<file path="src/rtl/awmm_pkg.sv">
// ----------------------------------------------------------------------------
// awmm_pkg: shared types and constants of the airflow window majority monitor
// Class codes, operation codes, register indexes, widths and the majority rule.
// ----------------------------------------------------------------------------
package awmm_pkg;

  localparam int WINDOW_DEPTH = 128;
  localparam int IDX_W        = (WINDOW_DEPTH > 1) ? $clog2(WINDOW_DEPTH) : 1;
  localparam int LEN_W        = $clog2(WINDOW_DEPTH + 1);
  localparam int CNT_W        = LEN_W;
  localparam int CMP_W        = (LEN_W > 8) ? LEN_W : 8;

  localparam int READING_W    = 8;
  localparam int COUNT_W      = 8;
  localparam int LIMIT_W      = 8;
  localparam int IN_TDATA_W   = 24;
  localparam int IN_TUSER_W   = 2;
  localparam int OUT_TDATA_W  = 16;
  localparam int OUT_FIELDS_W = 9;
  localparam int CFG_ADDR_W   = 3;
  localparam int CFG_DATA_W   = 8;

  localparam logic [LEN_W-1:0] DEPTH_LEN = LEN_W'(WINDOW_DEPTH);
  localparam logic [LEN_W-1:0] RESET_LEN =
    (100 > WINDOW_DEPTH) ? LEN_W'(WINDOW_DEPTH) : LEN_W'(100);
  localparam logic [READING_W-1:0] RESET_READING = 8'd255;

  typedef enum logic [1:0] {
    CLS_OK       = 2'd0,
    CLS_CAUTION  = 2'd1,
    CLS_CRITICAL = 2'd2,
    CLS_EMPTY    = 2'd3
  } cls_t;

  localparam logic [1:0] Q_DISCONNECTED = 2'd3;

  typedef enum logic [1:0] {
    OP_SAMPLE = 2'd0,
    OP_QUERY  = 2'd1,
    OP_CLEAR  = 2'd2,
    OP_NONE   = 2'd3
  } op_t;

  typedef enum logic [CFG_ADDR_W-1:0] {
    CFG_CAUTION  = 3'd0,
    CFG_CRITICAL = 3'd1,
    CFG_FAULT    = 3'd2,
    CFG_BYPASS   = 3'd3,
    CFG_WINLEN   = 3'd4
  } cfg_idx_t;

  typedef enum logic [2:0] {
    ST_IDLE,
    ST_S_UPD,
    ST_S_EVAL,
    ST_Q_WALK,
    ST_Q_EVAL,
    ST_FIN
  } state_t;

  typedef logic [CNT_W-1:0] cnt_t;

  typedef struct packed {
    cnt_t ok;
    cnt_t cau;
    cnt_t crit;
  } tally_t;

  typedef struct packed {
    logic             clr;
    logic             wr_en;
    logic [IDX_W-1:0] wr_addr;
    cls_t             wr_cls;
    logic [IDX_W-1:0] rd_addr;
  } ring_req_t;

  typedef struct packed {
    logic clr;
    logic inc;
    cls_t cls;
  } tally_ctl_t;

  // critical beats the rest combined, else any trouble beats ok
  function automatic cls_t majority(input tally_t t);
    logic [CNT_W:0] ok_cau;
    logic [CNT_W:0] bad;
    ok_cau = {1'b0, t.ok} + {1'b0, t.cau};
    bad    = {1'b0, t.cau} + {1'b0, t.crit};
    if ({1'b0, t.crit} > ok_cau) return CLS_CRITICAL;
    if (bad > {1'b0, t.ok}) return CLS_CAUTION;
    return CLS_OK;
  endfunction

endpackage

</file>
<file path="src/rtl/awmm_ring.sv">
// ----------------------------------------------------------------------------
// awmm_ring: window class store
// One write and one registered read per cycle; per-entry valid bits make
// unwritten entries read as empty after reset or a window length change.
// ----------------------------------------------------------------------------
module awmm_ring (
  input  logic                clk,
  input  logic                rst_n,
  input  awmm_pkg::ring_req_t req,
  output awmm_pkg::cls_t      rd_cls
);

  logic [1:0]                          mem [awmm_pkg::WINDOW_DEPTH];
  logic [awmm_pkg::WINDOW_DEPTH-1:0]   valid_r;
  logic [1:0]                          rd_data_r;
  logic                                rd_valid_r;

  always_ff @(posedge clk) begin
    if (req.wr_en) begin
      mem[req.wr_addr] <= req.wr_cls;
    end
    rd_data_r <= mem[req.rd_addr];
  end

  always_ff @(posedge clk) begin
    if (!rst_n || req.clr) begin
      valid_r <= '0;
    end else if (req.wr_en) begin
      valid_r[req.wr_addr] <= 1'b1;
    end
  end

  always_ff @(posedge clk) begin
    rd_valid_r <= valid_r[req.rd_addr];
  end

  assign rd_cls = rd_valid_r ? awmm_pkg::cls_t'(rd_data_r) : awmm_pkg::CLS_EMPTY;

endmodule

</file>
<file path="src/rtl/awmm_tally.sv">
// ----------------------------------------------------------------------------
// awmm_tally: per-class counter bank for the query walk
// Counts one class per cycle; empty entries are skipped.
// ----------------------------------------------------------------------------
module awmm_tally (
  input  logic                 clk,
  input  logic                 rst_n,
  input  awmm_pkg::tally_ctl_t ctl,
  output awmm_pkg::tally_t     cnt
);

  awmm_pkg::tally_t cnt_r;
  awmm_pkg::tally_t cnt_nxt;

  always_comb begin
    cnt_nxt = cnt_r;
    if (ctl.clr) begin
      cnt_nxt = '0;
    end else if (ctl.inc) begin
      case (ctl.cls)
        awmm_pkg::CLS_OK:       cnt_nxt.ok   = cnt_r.ok   + awmm_pkg::cnt_t'(1);
        awmm_pkg::CLS_CAUTION:  cnt_nxt.cau  = cnt_r.cau  + awmm_pkg::cnt_t'(1);
        awmm_pkg::CLS_CRITICAL: cnt_nxt.crit = cnt_r.crit + awmm_pkg::cnt_t'(1);
        default:                cnt_nxt      = cnt_r;
      endcase
    end
  end

  always_ff @(posedge clk) begin
    if (!rst_n) begin
      cnt_r <= '0;
    end else begin
      cnt_r <= cnt_nxt;
    end
  end

  assign cnt = cnt_r;

endmodule

</file>
<file path="src/rtl/airflow_window_majority_monitor_unit.sv">
// ----------------------------------------------------------------------------
// airflow_window_majority_monitor_unit: airflow window majority monitor
// Classifies airflow samples, keeps a ring of classes with per-class counts,
// raises caution/critical reports and answers majority queries.
// ----------------------------------------------------------------------------
//
//  channel | dir | handshake          | payload
//  --------+-----+--------------------+---------------------------------------
//  in_     | in  | in_tvalid/tready   | tuser: operation; tdata: reading,
//          |     |                    |   printing, recent_count
//  out_    | out | out_tvalid/tready  | tdata: instant, window, report,
//          |     |                    |   error_active, query_status
//  cfg_    | in  | cfg_we             | cfg_addr register index, cfg_wdata
//
//  Steps per item: a sample is accepted, then reads and updates the ring, is
//  evaluated and output; clear, unused code, bypassed sample and short queries
//  go from acceptance straight to output; a walking query reads its examined
//  entries through the single ring read port, one entry a cycle.
//  Reset (rst_n, synchronous): ring valid bits clear together, no sweep.
//  One item in flight; the next is taken while a result waits in the output
//  register, and the result holds until out_tready.
//
module airflow_window_majority_monitor_unit (
  input  logic                                clk,
  input  logic                                rst_n,
  input  logic                                in_tvalid,
  output logic                                in_tready,
  // [7:0] reading, [8] printing, [16:9] recent_count, [23:17] zero
  input  logic [awmm_pkg::IN_TDATA_W-1:0]     in_tdata,
  // [1:0] operation
  input  logic [awmm_pkg::IN_TUSER_W-1:0]     in_tuser,
  output logic                                out_tvalid,
  input  logic                                out_tready,
  // [1:0] instant_status, [3:2] window_status, [5:4] report_code,
  // [6] error_active, [8:7] query_status, [15:9] zero
  output logic [awmm_pkg::OUT_TDATA_W-1:0]    out_tdata,
  input  logic                                cfg_we,
  input  logic [awmm_pkg::CFG_ADDR_W-1:0]     cfg_addr,
  input  logic [awmm_pkg::CFG_DATA_W-1:0]     cfg_wdata
);

  // input fields
  awmm_pkg::op_t                   in_op;
  logic [awmm_pkg::READING_W-1:0]  in_reading;
  logic                            in_printing;
  logic [awmm_pkg::COUNT_W-1:0]    in_count;

  assign in_op       = awmm_pkg::op_t'(in_tuser[1:0]);
  assign in_reading  = in_tdata[7:0];
  assign in_printing = in_tdata[8];
  assign in_count    = in_tdata[16:9];

  // config
  logic [awmm_pkg::LIMIT_W-1:0] caut_lim_r, caut_lim_nxt;
  logic [awmm_pkg::LIMIT_W-1:0] crit_lim_r, crit_lim_nxt;
  logic [awmm_pkg::LIMIT_W-1:0] fault_lim_r, fault_lim_nxt;
  logic                         bypass_r, bypass_nxt;
  logic [awmm_pkg::LEN_W-1:0]   len_r, len_nxt;

  // sequencer and state
  awmm_pkg::state_t               state_r, state_nxt;
  logic [awmm_pkg::IDX_W-1:0]     head_r, head_nxt;
  awmm_pkg::tally_t               win_cnt_r, win_cnt_nxt;
  logic [awmm_pkg::READING_W-1:0] cur_rd_r, cur_rd_nxt;
  awmm_pkg::cls_t                 last_inst_r, last_inst_nxt;
  awmm_pkg::cls_t                 last_win_r, last_win_nxt;
  awmm_pkg::cls_t                 prev_win_r, prev_win_nxt;
  logic                           err_r, err_nxt;
  awmm_pkg::cls_t                 inst_r, inst_nxt;
  logic                           printing_r, printing_nxt;
  logic [1:0]                     report_r, report_nxt;
  logic [1:0]                     qstat_r, qstat_nxt;
  logic [awmm_pkg::LEN_W-1:0]     rem_r, rem_nxt;
  logic [awmm_pkg::IDX_W-1:0]     idx_r, idx_nxt;
  logic                           pend_r, pend_nxt;
  logic                           out_tvalid_r, out_tvalid_nxt;
  logic [awmm_pkg::OUT_TDATA_W-1:0] out_data_r, out_data_nxt;

  // shared units
  awmm_pkg::ring_req_t  ring_req;
  awmm_pkg::cls_t       ring_cls;
  awmm_pkg::tally_ctl_t tally_ctl;
  awmm_pkg::tally_t     q_cnt;

  awmm_ring u_ring (
    .clk    (clk),
    .rst_n  (rst_n),
    .req    (ring_req),
    .rd_cls (ring_cls)
  );

  awmm_tally u_tally (
    .clk   (clk),
    .rst_n (rst_n),
    .ctl   (tally_ctl),
    .cnt   (q_cnt)
  );

  // head pointer folded into the current window
  logic [awmm_pkg::IDX_W-1:0] head_eff;
  logic [awmm_pkg::LEN_W-1:0] head_inc;
  logic [awmm_pkg::IDX_W-1:0] idx_step;
  logic [awmm_pkg::CMP_W-1:0] cnt_cmp;
  logic [awmm_pkg::CMP_W-1:0] len_cmp;
  logic [awmm_pkg::CMP_W-1:0] wlen_cmp;
  logic [awmm_pkg::LEN_W-1:0] wlen_eff;
  awmm_pkg::cls_t             win_eval;
  awmm_pkg::cls_t             sample_cls;

  assign head_eff = (awmm_pkg::LEN_W'(head_r) >= len_r) ? '0 : head_r;
  assign head_inc = awmm_pkg::LEN_W'(head_eff) + awmm_pkg::LEN_W'(1);
  assign idx_step = (idx_r == '0) ? awmm_pkg::IDX_W'(len_r - awmm_pkg::LEN_W'(1))
                                  : idx_r - awmm_pkg::IDX_W'(1);
  assign cnt_cmp  = awmm_pkg::CMP_W'(in_count);
  assign len_cmp  = awmm_pkg::CMP_W'(len_r);
  assign wlen_cmp = awmm_pkg::CMP_W'(cfg_wdata);
  assign win_eval = awmm_pkg::majority(win_cnt_r);

  // window length 0 acts as 1, above depth acts as depth
  always_comb begin
    if (cfg_wdata == '0) begin
      wlen_eff = awmm_pkg::LEN_W'(1);
    end else if (wlen_cmp > awmm_pkg::CMP_W'(awmm_pkg::WINDOW_DEPTH)) begin
      wlen_eff = awmm_pkg::DEPTH_LEN;
    end else begin
      wlen_eff = awmm_pkg::LEN_W'(cfg_wdata);
    end
  end

  always_comb begin
    if (in_reading < crit_lim_r) begin
      sample_cls = awmm_pkg::CLS_CRITICAL;
    end else if (in_reading < caut_lim_r) begin
      sample_cls = awmm_pkg::CLS_CAUTION;
    end else begin
      sample_cls = awmm_pkg::CLS_OK;
    end
  end

  always_comb begin
    state_nxt      = state_r;
    caut_lim_nxt   = caut_lim_r;
    crit_lim_nxt   = crit_lim_r;
    fault_lim_nxt  = fault_lim_r;
    bypass_nxt     = bypass_r;
    len_nxt        = len_r;
    head_nxt       = head_r;
    win_cnt_nxt    = win_cnt_r;
    cur_rd_nxt     = cur_rd_r;
    last_inst_nxt  = last_inst_r;
    last_win_nxt   = last_win_r;
    prev_win_nxt   = prev_win_r;
    err_nxt        = err_r;
    inst_nxt       = inst_r;
    printing_nxt   = printing_r;
    report_nxt     = report_r;
    qstat_nxt      = qstat_r;
    rem_nxt        = rem_r;
    idx_nxt        = idx_r;
    pend_nxt       = 1'b0;
    out_data_nxt   = out_data_r;
    out_tvalid_nxt = out_tvalid_r && !out_tready;
    in_tready      = 1'b0;

    ring_req.clr     = 1'b0;
    ring_req.wr_en   = 1'b0;
    ring_req.wr_addr = head_eff;
    ring_req.wr_cls  = inst_r;
    ring_req.rd_addr = head_eff;

    tally_ctl.clr = 1'b0;
    tally_ctl.inc = pend_r;
    tally_ctl.cls = ring_cls;

    case (state_r)
      awmm_pkg::ST_IDLE: begin
        in_tready = 1'b1;
        if (in_tvalid) begin
          report_nxt = 2'd0;
          qstat_nxt  = 2'd0;
          state_nxt  = awmm_pkg::ST_FIN;
          case (in_op)
            awmm_pkg::OP_SAMPLE: begin
              cur_rd_nxt = in_reading;
              if (bypass_r) begin
                last_inst_nxt = awmm_pkg::CLS_OK;
                last_win_nxt  = awmm_pkg::CLS_OK;
                prev_win_nxt  = awmm_pkg::CLS_OK;
                err_nxt       = 1'b0;
              end else begin
                // ring read of the entry about to be overwritten
                inst_nxt     = sample_cls;
                printing_nxt = in_printing;
                state_nxt    = awmm_pkg::ST_S_UPD;
              end
            end
            awmm_pkg::OP_QUERY: begin
              if (in_count == awmm_pkg::COUNT_W'(1) &&
                  cur_rd_r <= fault_lim_r) begin
                qstat_nxt = awmm_pkg::Q_DISCONNECTED;
              end else if (in_count == '0) begin
                qstat_nxt = win_eval;
              end else begin
                rem_nxt       = (cnt_cmp > len_cmp) ? len_r
                                                    : awmm_pkg::LEN_W'(cnt_cmp);
                idx_nxt       = head_eff;
                tally_ctl.clr = 1'b1;
                state_nxt     = awmm_pkg::ST_Q_WALK;
              end
            end
            awmm_pkg::OP_CLEAR: begin
              prev_win_nxt = awmm_pkg::CLS_OK;
            end
            default: begin
              state_nxt = awmm_pkg::ST_FIN;
            end
          endcase
        end
      end

      awmm_pkg::ST_S_UPD: begin
        ring_req.wr_en = 1'b1;
        head_nxt = (head_inc >= len_r) ? '0 : awmm_pkg::IDX_W'(head_inc);
        if (ring_cls != inst_r) begin
          case (ring_cls)
            awmm_pkg::CLS_OK:
              win_cnt_nxt.ok = win_cnt_r.ok - awmm_pkg::cnt_t'(1);
            awmm_pkg::CLS_CAUTION:
              win_cnt_nxt.cau = win_cnt_r.cau - awmm_pkg::cnt_t'(1);
            awmm_pkg::CLS_CRITICAL:
              win_cnt_nxt.crit = win_cnt_r.crit - awmm_pkg::cnt_t'(1);
            default: ;
          endcase
          case (inst_r)
            awmm_pkg::CLS_OK:
              win_cnt_nxt.ok = win_cnt_r.ok + awmm_pkg::cnt_t'(1);
            awmm_pkg::CLS_CAUTION:
              win_cnt_nxt.cau = win_cnt_r.cau + awmm_pkg::cnt_t'(1);
            awmm_pkg::CLS_CRITICAL:
              win_cnt_nxt.crit = win_cnt_r.crit + awmm_pkg::cnt_t'(1);
            default: ;
          endcase
        end
        state_nxt = awmm_pkg::ST_S_EVAL;
      end

      awmm_pkg::ST_S_EVAL: begin
        // report, while printing, on first appearance or worsening of the window status
        if (printing_r) begin
          if (win_eval == awmm_pkg::CLS_CRITICAL) begin
            if (!err_r || prev_win_r != awmm_pkg::CLS_CRITICAL) begin
              err_nxt    = 1'b1;
              report_nxt = awmm_pkg::CLS_CRITICAL;
            end
          end else if (win_eval == awmm_pkg::CLS_CAUTION) begin
            if (!err_r || prev_win_r == awmm_pkg::CLS_OK) begin
              err_nxt    = 1'b1;
              report_nxt = awmm_pkg::CLS_CAUTION;
            end
          end
        end
        if (win_eval == awmm_pkg::CLS_OK) begin
          err_nxt = 1'b0;
        end
        prev_win_nxt  = win_eval;
        last_win_nxt  = win_eval;
        last_inst_nxt = inst_r;
        state_nxt     = awmm_pkg::ST_FIN;
      end

      awmm_pkg::ST_Q_WALK: begin
        // newest first; tally takes each class in the cycle after its read
        if (rem_r != '0) begin
          ring_req.rd_addr = idx_step;
          idx_nxt          = idx_step;
          rem_nxt          = rem_r - awmm_pkg::LEN_W'(1);
          pend_nxt         = 1'b1;
        end else begin
          state_nxt = awmm_pkg::ST_Q_EVAL;
        end
      end

      awmm_pkg::ST_Q_EVAL: begin
        qstat_nxt = awmm_pkg::majority(q_cnt);
        state_nxt = awmm_pkg::ST_FIN;
      end

      awmm_pkg::ST_FIN: begin
        if (!out_tvalid_r || out_tready) begin
          out_data_nxt   = {7'd0, qstat_r, err_r, report_r, last_win_r, last_inst_r};
          out_tvalid_nxt = 1'b1;
          state_nxt      = awmm_pkg::ST_IDLE;
        end
      end

      default: begin
        state_nxt = awmm_pkg::ST_IDLE;
      end
    endcase

    if (cfg_we) begin
      case (awmm_pkg::cfg_idx_t'(cfg_addr))
        awmm_pkg::CFG_CAUTION:  caut_lim_nxt  = cfg_wdata;
        awmm_pkg::CFG_CRITICAL: crit_lim_nxt  = cfg_wdata;
        awmm_pkg::CFG_FAULT:    fault_lim_nxt = cfg_wdata;
        awmm_pkg::CFG_BYPASS:   bypass_nxt    = cfg_wdata[0];
        awmm_pkg::CFG_WINLEN: begin
          len_nxt      = wlen_eff;
          head_nxt     = '0;
          win_cnt_nxt  = '0;
          ring_req.clr = 1'b1;
        end
        default: ;
      endcase
    end
  end

  always_ff @(posedge clk) begin
    if (!rst_n) begin
      state_r      <= awmm_pkg::ST_IDLE;
      caut_lim_r   <= '0;
      crit_lim_r   <= '0;
      fault_lim_r  <= '0;
      bypass_r     <= 1'b0;
      len_r        <= awmm_pkg::RESET_LEN;
      head_r       <= '0;
      win_cnt_r    <= '0;
      cur_rd_r     <= awmm_pkg::RESET_READING;
      last_inst_r  <= awmm_pkg::CLS_OK;
      last_win_r   <= awmm_pkg::CLS_OK;
      prev_win_r   <= awmm_pkg::CLS_OK;
      err_r        <= 1'b0;
      pend_r       <= 1'b0;
      out_tvalid_r <= 1'b0;
    end else begin
      state_r      <= state_nxt;
      caut_lim_r   <= caut_lim_nxt;
      crit_lim_r   <= crit_lim_nxt;
      fault_lim_r  <= fault_lim_nxt;
      bypass_r     <= bypass_nxt;
      len_r        <= len_nxt;
      head_r       <= head_nxt;
      win_cnt_r    <= win_cnt_nxt;
      cur_rd_r     <= cur_rd_nxt;
      last_inst_r  <= last_inst_nxt;
      last_win_r   <= last_win_nxt;
      prev_win_r   <= prev_win_nxt;
      err_r        <= err_nxt;
      pend_r       <= pend_nxt;
      out_tvalid_r <= out_tvalid_nxt;
    end
  end

  // payload, no reset needed
  always_ff @(posedge clk) begin
    inst_r     <= inst_nxt;
    printing_r <= printing_nxt;
    report_r   <= report_nxt;
    qstat_r    <= qstat_nxt;
    rem_r      <= rem_nxt;
    idx_r      <= idx_nxt;
    out_data_r <= out_data_nxt;
  end

  assign out_tvalid = out_tvalid_r;
  assign out_tdata  = out_data_r;

endmodule

</file>
<file path="config.mk">
export PLATFORM = sky130hd
export DESIGN_NAME = airflow_window_majority_monitor_unit
export DESIGN_NICKNAME = d
export VERILOG_FILES = /design/src/rtl/awmm_pkg.sv /design/src/rtl/awmm_ring.sv /design/src/rtl/awmm_tally.sv /design/src/rtl/airflow_window_majority_monitor_unit.sv
export SDC_FILE = /design/constraint.sdc
export NUM_CORES = 1
export LEC_CHECK = 0
export ABC_AREA = 0
export BUFFER_PORTS_ARGS = -buffer_cell sky130_fd_sc_hd__buf_4
export CAP_MARGIN = 40
export CELL_PAD_IN_SITES_DETAIL_PLACEMENT = 1
export CELL_PAD_IN_SITES_GLOBAL_PLACEMENT = 1
export CORE_MARGIN = 8
export CORE_UTILIZATION = 27
export CTS_BUF_LIST = sky130_fd_sc_hd__clkbuf_16
export DETAILED_ROUTE_END_ITERATION = 12
export PLACE_DENSITY_LB_ADDON = 0.1
export SYNTH_ARGS = -nofsm -noshare
export SYNTH_HDL_FRONTEND = slang
export SYNTH_SLANG_ARGS = --single-unit
</file>
<file path="constraint.sdc">
create_clock -name clk -period 10.2 [get_ports clk]
set_clock_uncertainty 0.15 [all_clocks]
set_input_delay 2.04 -clock clk [delete_from_list [all_inputs] [get_ports clk]]
set_output_delay 2.04 -clock clk [all_outputs]
set_load 0.02 [all_outputs]
</file>
==> run summary <==
TritonCTS built the clock tree. The cell count after synthesis is 2618. The most used flip-flop cell after synthesis is sky130_fd_sc_hd__edfxtp_1. The critical path starts at head_r[3]$_SDFF_PN0_. Grouping stages by cell kind, the critical path spends the most delay in compound AO/OA/AOI/OAI gates. The final design instance area without fill came out at 0.0293 mm^2. The endpoint identified for the worst register-to-register timing path is u_ring.rd_data_r[1]$_DFF_P_. The total vias in the final route is 19259, and the count of distinct cell types in the synthesized netlist is 81. The worst register-to-register path has a depth of 13. The total overflow left after global routing is 0. The antenna violation net count after detailed routing was 0.

Each instance of the synthesized netlist takes up on average 9.71 um^2. The category of the critical setup timing path was flop to flop. The congestion estimate from routability-driven global placement came to 0.749. The post-CTS setup buffer count was 0; the delay of the slowest cell on the worst path was 800 ps. After detailed placement, the total cell area comes to 0.0272 mm^2.

For the final hold violation count, the log shows 0. The worst hold path terminates at out_tdata[5]$_DFFE_PP_. The tree is rooted in a sky130_fd_sc_hd__clkbuf_16. The number of iterations in the first detailed-routing pass is 5.

The tools report the data required time of the critical path as 10470 ps. The synthesis warning total was 0. Number of port buffers: 45.

The initial antenna violation count was 0. The count of pins over their slew limit was 0; the met2 capacity usage during global routing was 26.9%. The level count of the clock H-tree came out at 3. The run gives 43.4% as the clock share of power. The internal power of the cells totals 3.79 mW. The logs give 0.0112 mm^2 for the area of combinational cells with multiple inputs and 0.0254 mm^2 for the post-synth design cell area.

Number of global-route vias before repair: 20537. For this design the total switching power over the nets is 1.44 mW. Of the cells placed in the final design, the portion with a size suffix greater than 1 is 8.38%. The tools report the global-route wire length before repair as 126000 um.

The core area was 0.0933 mm^2; the flip-flop and latch area was 0.0134 mm^2. Global routing used 2.29% of the available met3 tracks. The largest total area in the synthesized netlist belongs to sky130_fd_sc_hd__edfxtp_1. The worst pin sits at a relative slew slack of 40.2%. For this run, design rule violations remaining after detail routing come to 0. For the final routed database, the setup TNS stands at 0 ps.

The die span in x is 323 um, and the via-per-instance ratio is 4.87. The most common cell in the synthesized netlist is sky130_fd_sc_hd__nor2_1. The hold-critical path depth came out at 0. The wire-length estimate of the detail-placed layout is 54500 um. The tools report the count of final setup violators as 0.

The smallest clock period supported by the final layout is computed as 5270 ps. The maximum VDD drop came out at 0.106 mV. Once the floorplan was initialized, standard cells occupied 27.2% of the core.

Along the worst path, the maximum fanout reaches 41. The run gives 19.8% as the met1 usage in global routing. The number of filler cells placed in the layout was 10685.

The highest attainable clock frequency is 190 MHz. Nature of the critical path endpoint: a flop. 0 antenna diodes ended up in the layout. Walking the worst path, the cells encountered are ha_1 > nor2_1 > o311ai_2 > inv_1 > a21boi_4 > buf_4 > buf_4 > a21oi_1 > a22oi_1 > a22oi_1 > a31oi_1 > a2111oi_0 > a31oi_1. The logs give 3952 for the final cell count without fillers and 2812 for the count of nets after finishing. In this run the count of I/O pins placed on the die edge is 60. The area share of the leading cell type in the synthesized netlist is 33.9%, and the overall global routing resource usage is 15.6%.

At the pin with the least slew margin, the transition time is 898 ps. Setup repair after global routing left no endpoint under its margin. The switching fraction of total power works out to 27.5%. Registers are responsible for 44.2% of the overall power.

In this run, synthesis produced a sequential element count of 526. The tools report the CTS buffer count as 67. The worst register-to-register path has a setup slack of 4930 ps.

The reg-to-reg critical path startpoint is head_r[3]$_SDFF_PN0_. The buffers plus inverters on the worst setup path was 3. The tightest min-delay check is of the flop to flop type. The floorplan step defined a die boundary enclosing 0.104 mm^2.

No sink is reached through more buffers than the 3 on the longest clock path. The clock-pin slew on the worst setup and hold paths works out to 60 ps. Entering global routing, the biggest net connects 110 pins.

Sort of element at the start of the critical path: a flop. The tools report the post-cts gate resize count as 0. The part of the power in combinational logic came out at 12.4%. The power density normalized to cell area was 178 mW/mm^2. The growth of design area from synthesis to finish is 15.3%, and the wire length per cell after detailed routing is 20.8 um. After synthesis, the most frequently instantiated cells are sky130_fd_sc_hd__nor2_1, sky130_fd_sc_hd__nand2_1, sky130_fd_sc_hd__edfxtp_1, sky130_fd_sc_hd__dfxtp_1, sky130_fd_sc_hd__a21oi_1. For this run, asynchronously set or reset flops after synthesis account for 0%.

The flow ran to the end, and the final reports show no timing, DRC or antenna violations. Including well taps, the total number of placed cells is 3829. The y dimension of the die is 323 um. The run gives 992 as the number of design-rule violations left by the first detailed-router iteration.

Buffers inserted to repair hold after CTS numbered 0. STA puts the critical path data arrival time at 5540 ps. The largest individual stage delay along the critical path comes from the cell sky130_fd_sc_hd__dfxtp_1.

The routed wire length is 82300 um. By area the synthesized netlist is led by sky130_fd_sc_hd__edfxtp_1, sky130_fd_sc_hd__dfxtp_1, sky130_fd_sc_hd__nor2_1, sky130_fd_sc_hd__ha_1, sky130_fd_sc_hd__nand2_1. In this run the most critical hold path is launched from report_r[1]$_SDFFCE_PN0P_. The clock reaches the later pin of the worst-skew pair after 610 ps. The global routing stage identified its most utilized layer as met2. Dividing the final minimum period by the clock period gives 51.7%.

Sequential cells were found to cover 52.7% of the synthesized design area. The number of enable flip-flop cells after synthesis works out to 287. The tools report the static power due to leakage as 10.6 nW.

The logs give 112 for the number of standard-cell rows in the floorplan and 0 for the max capacitance violation total. Counting every sink on the clock net gives 526.
routing by layer:
metal,vias up,wire length [um]
li1,9241,-
met2,285,39400
met5,-,0
met3,159,2640
met1,9574,37300
met4,0,2980
logic make-up (layout without fill, tap and decap cells):
family / Yosys count / count (layout) / share of synthesized area, %
other: 1 / 7 / 0.0148
muxes: 91 / 91 / 3.59
AOI/OAI and AO/OA: 440 / 440 / 11.5
adders and majority gates: 126 / 126 / 6.32
and+or+nand+nor: 1132 / 1132 / 19.4
xor gates and xnor gates: 79 / 79 / 2.72
buffers and inverters: 223 / 297 / 3.74
DFF: 526 / 526 / 52.7
worst reg2reg max path, cell delays in order (launching register included):
cell	delay, ps
sky130_fd_sc_hd__dfxtp_1	800
sky130_fd_sc_hd__ha_1	350
sky130_fd_sc_hd__nor2_1	120
sky130_fd_sc_hd__o311ai_2	600
sky130_fd_sc_hd__inv_1	240
sky130_fd_sc_hd__a21boi_4	170
sky130_fd_sc_hd__buf_4	500
sky130_fd_sc_hd__buf_4	620
sky130_fd_sc_hd__a21oi_1	190
sky130_fd_sc_hd__a22oi_1	250
sky130_fd_sc_hd__a22oi_1	210
sky130_fd_sc_hd__a31oi_1	300
sky130_fd_sc_hd__a2111oi_0	160
sky130_fd_sc_hd__a31oi_1	450
area by class of cell:
type,instances,area share (%)
clock buffer,68,5.81
timing repair buffer,84,2.46
sequential,526,45.7
inverter,90,1.15
clock inverter,55,1.39
tap,1254,5.35
multi-input combinational,1875,38.1
stage by stage:
step	hold slack, ps	worst slack [ps]	util [%]	power [mW]
final	292	4930	31.4	5.23
after global routing	316	4540	31.4	5.46
after CTS	296	4890	31.4	5.33
after detailed placement	262	4940	29.1	3.01
after global placement	280	4950	29.0	3.00
after floorplan	250	5440	-	2.77
cell usage in the layout (no fill, tap or decap), drive strengths merged, types with 20 or more instances in the layout:
cell    instances
nor2          467
nand2         357
edfxtp        287
dfxtp         239
a21oi         133
nand3         130
ha            122
inv           108
mux2i          90
buf            84
clkbuf         68
o21ai          63
xnor2          50
nor2b          36
clkinv         32
a21o           30
xor2           29
o22ai          29
a31oi          29
nand4          26
nor3           25
a21boi         23
and3           20
worst max-delay path by stage:
stage,slack [ps],endpoint,cells past startpoint
finish,4930,u_ring.rd_data_r[1]$_DFF_P_,13
global route,4540,u_ring.rd_data_r[1]$_DFF_P_,12
CTS,4890,u_ring.rd_data_r[1]$_DFF_P_,13
detailed placement,4940,u_ring.rd_data_r[1]$_DFF_P_,12
global placement,4950,u_ring.rd_data_r[1]$_DFF_P_,12
floorplan,5440,idx_r[0]$_DFFE_PP_,5
power by group through the flow:
stage	clock, mW	combinational (mW)	sequential (mW)
after global placement	0	0.639	2.36
final	2.27	0.648	2.31
after CTS	2.35	0.661	2.31
after global routing	2.42	0.716	2.32
after floorplan	0	0.425	2.34
after detailed placement	0	0.657	2.36
registers in the layout, indices dropped and copies added (netlist names), 3 cells and up:
name / flops
idx_r: 7
out_tdata: 9
len_cmp: 8
cur_rd_r: 8
u_ring.mem: 256
rem_r: 8
crit_lim_r: 8
win_cnt_r: 24
state_r: 3
u_ring.valid_r: 128
caut_lim_r: 8
u_tally.cnt: 24
head_r: 7
fault_lim_r: 8
No activity file was read; power rests on OpenSTA's default activity.
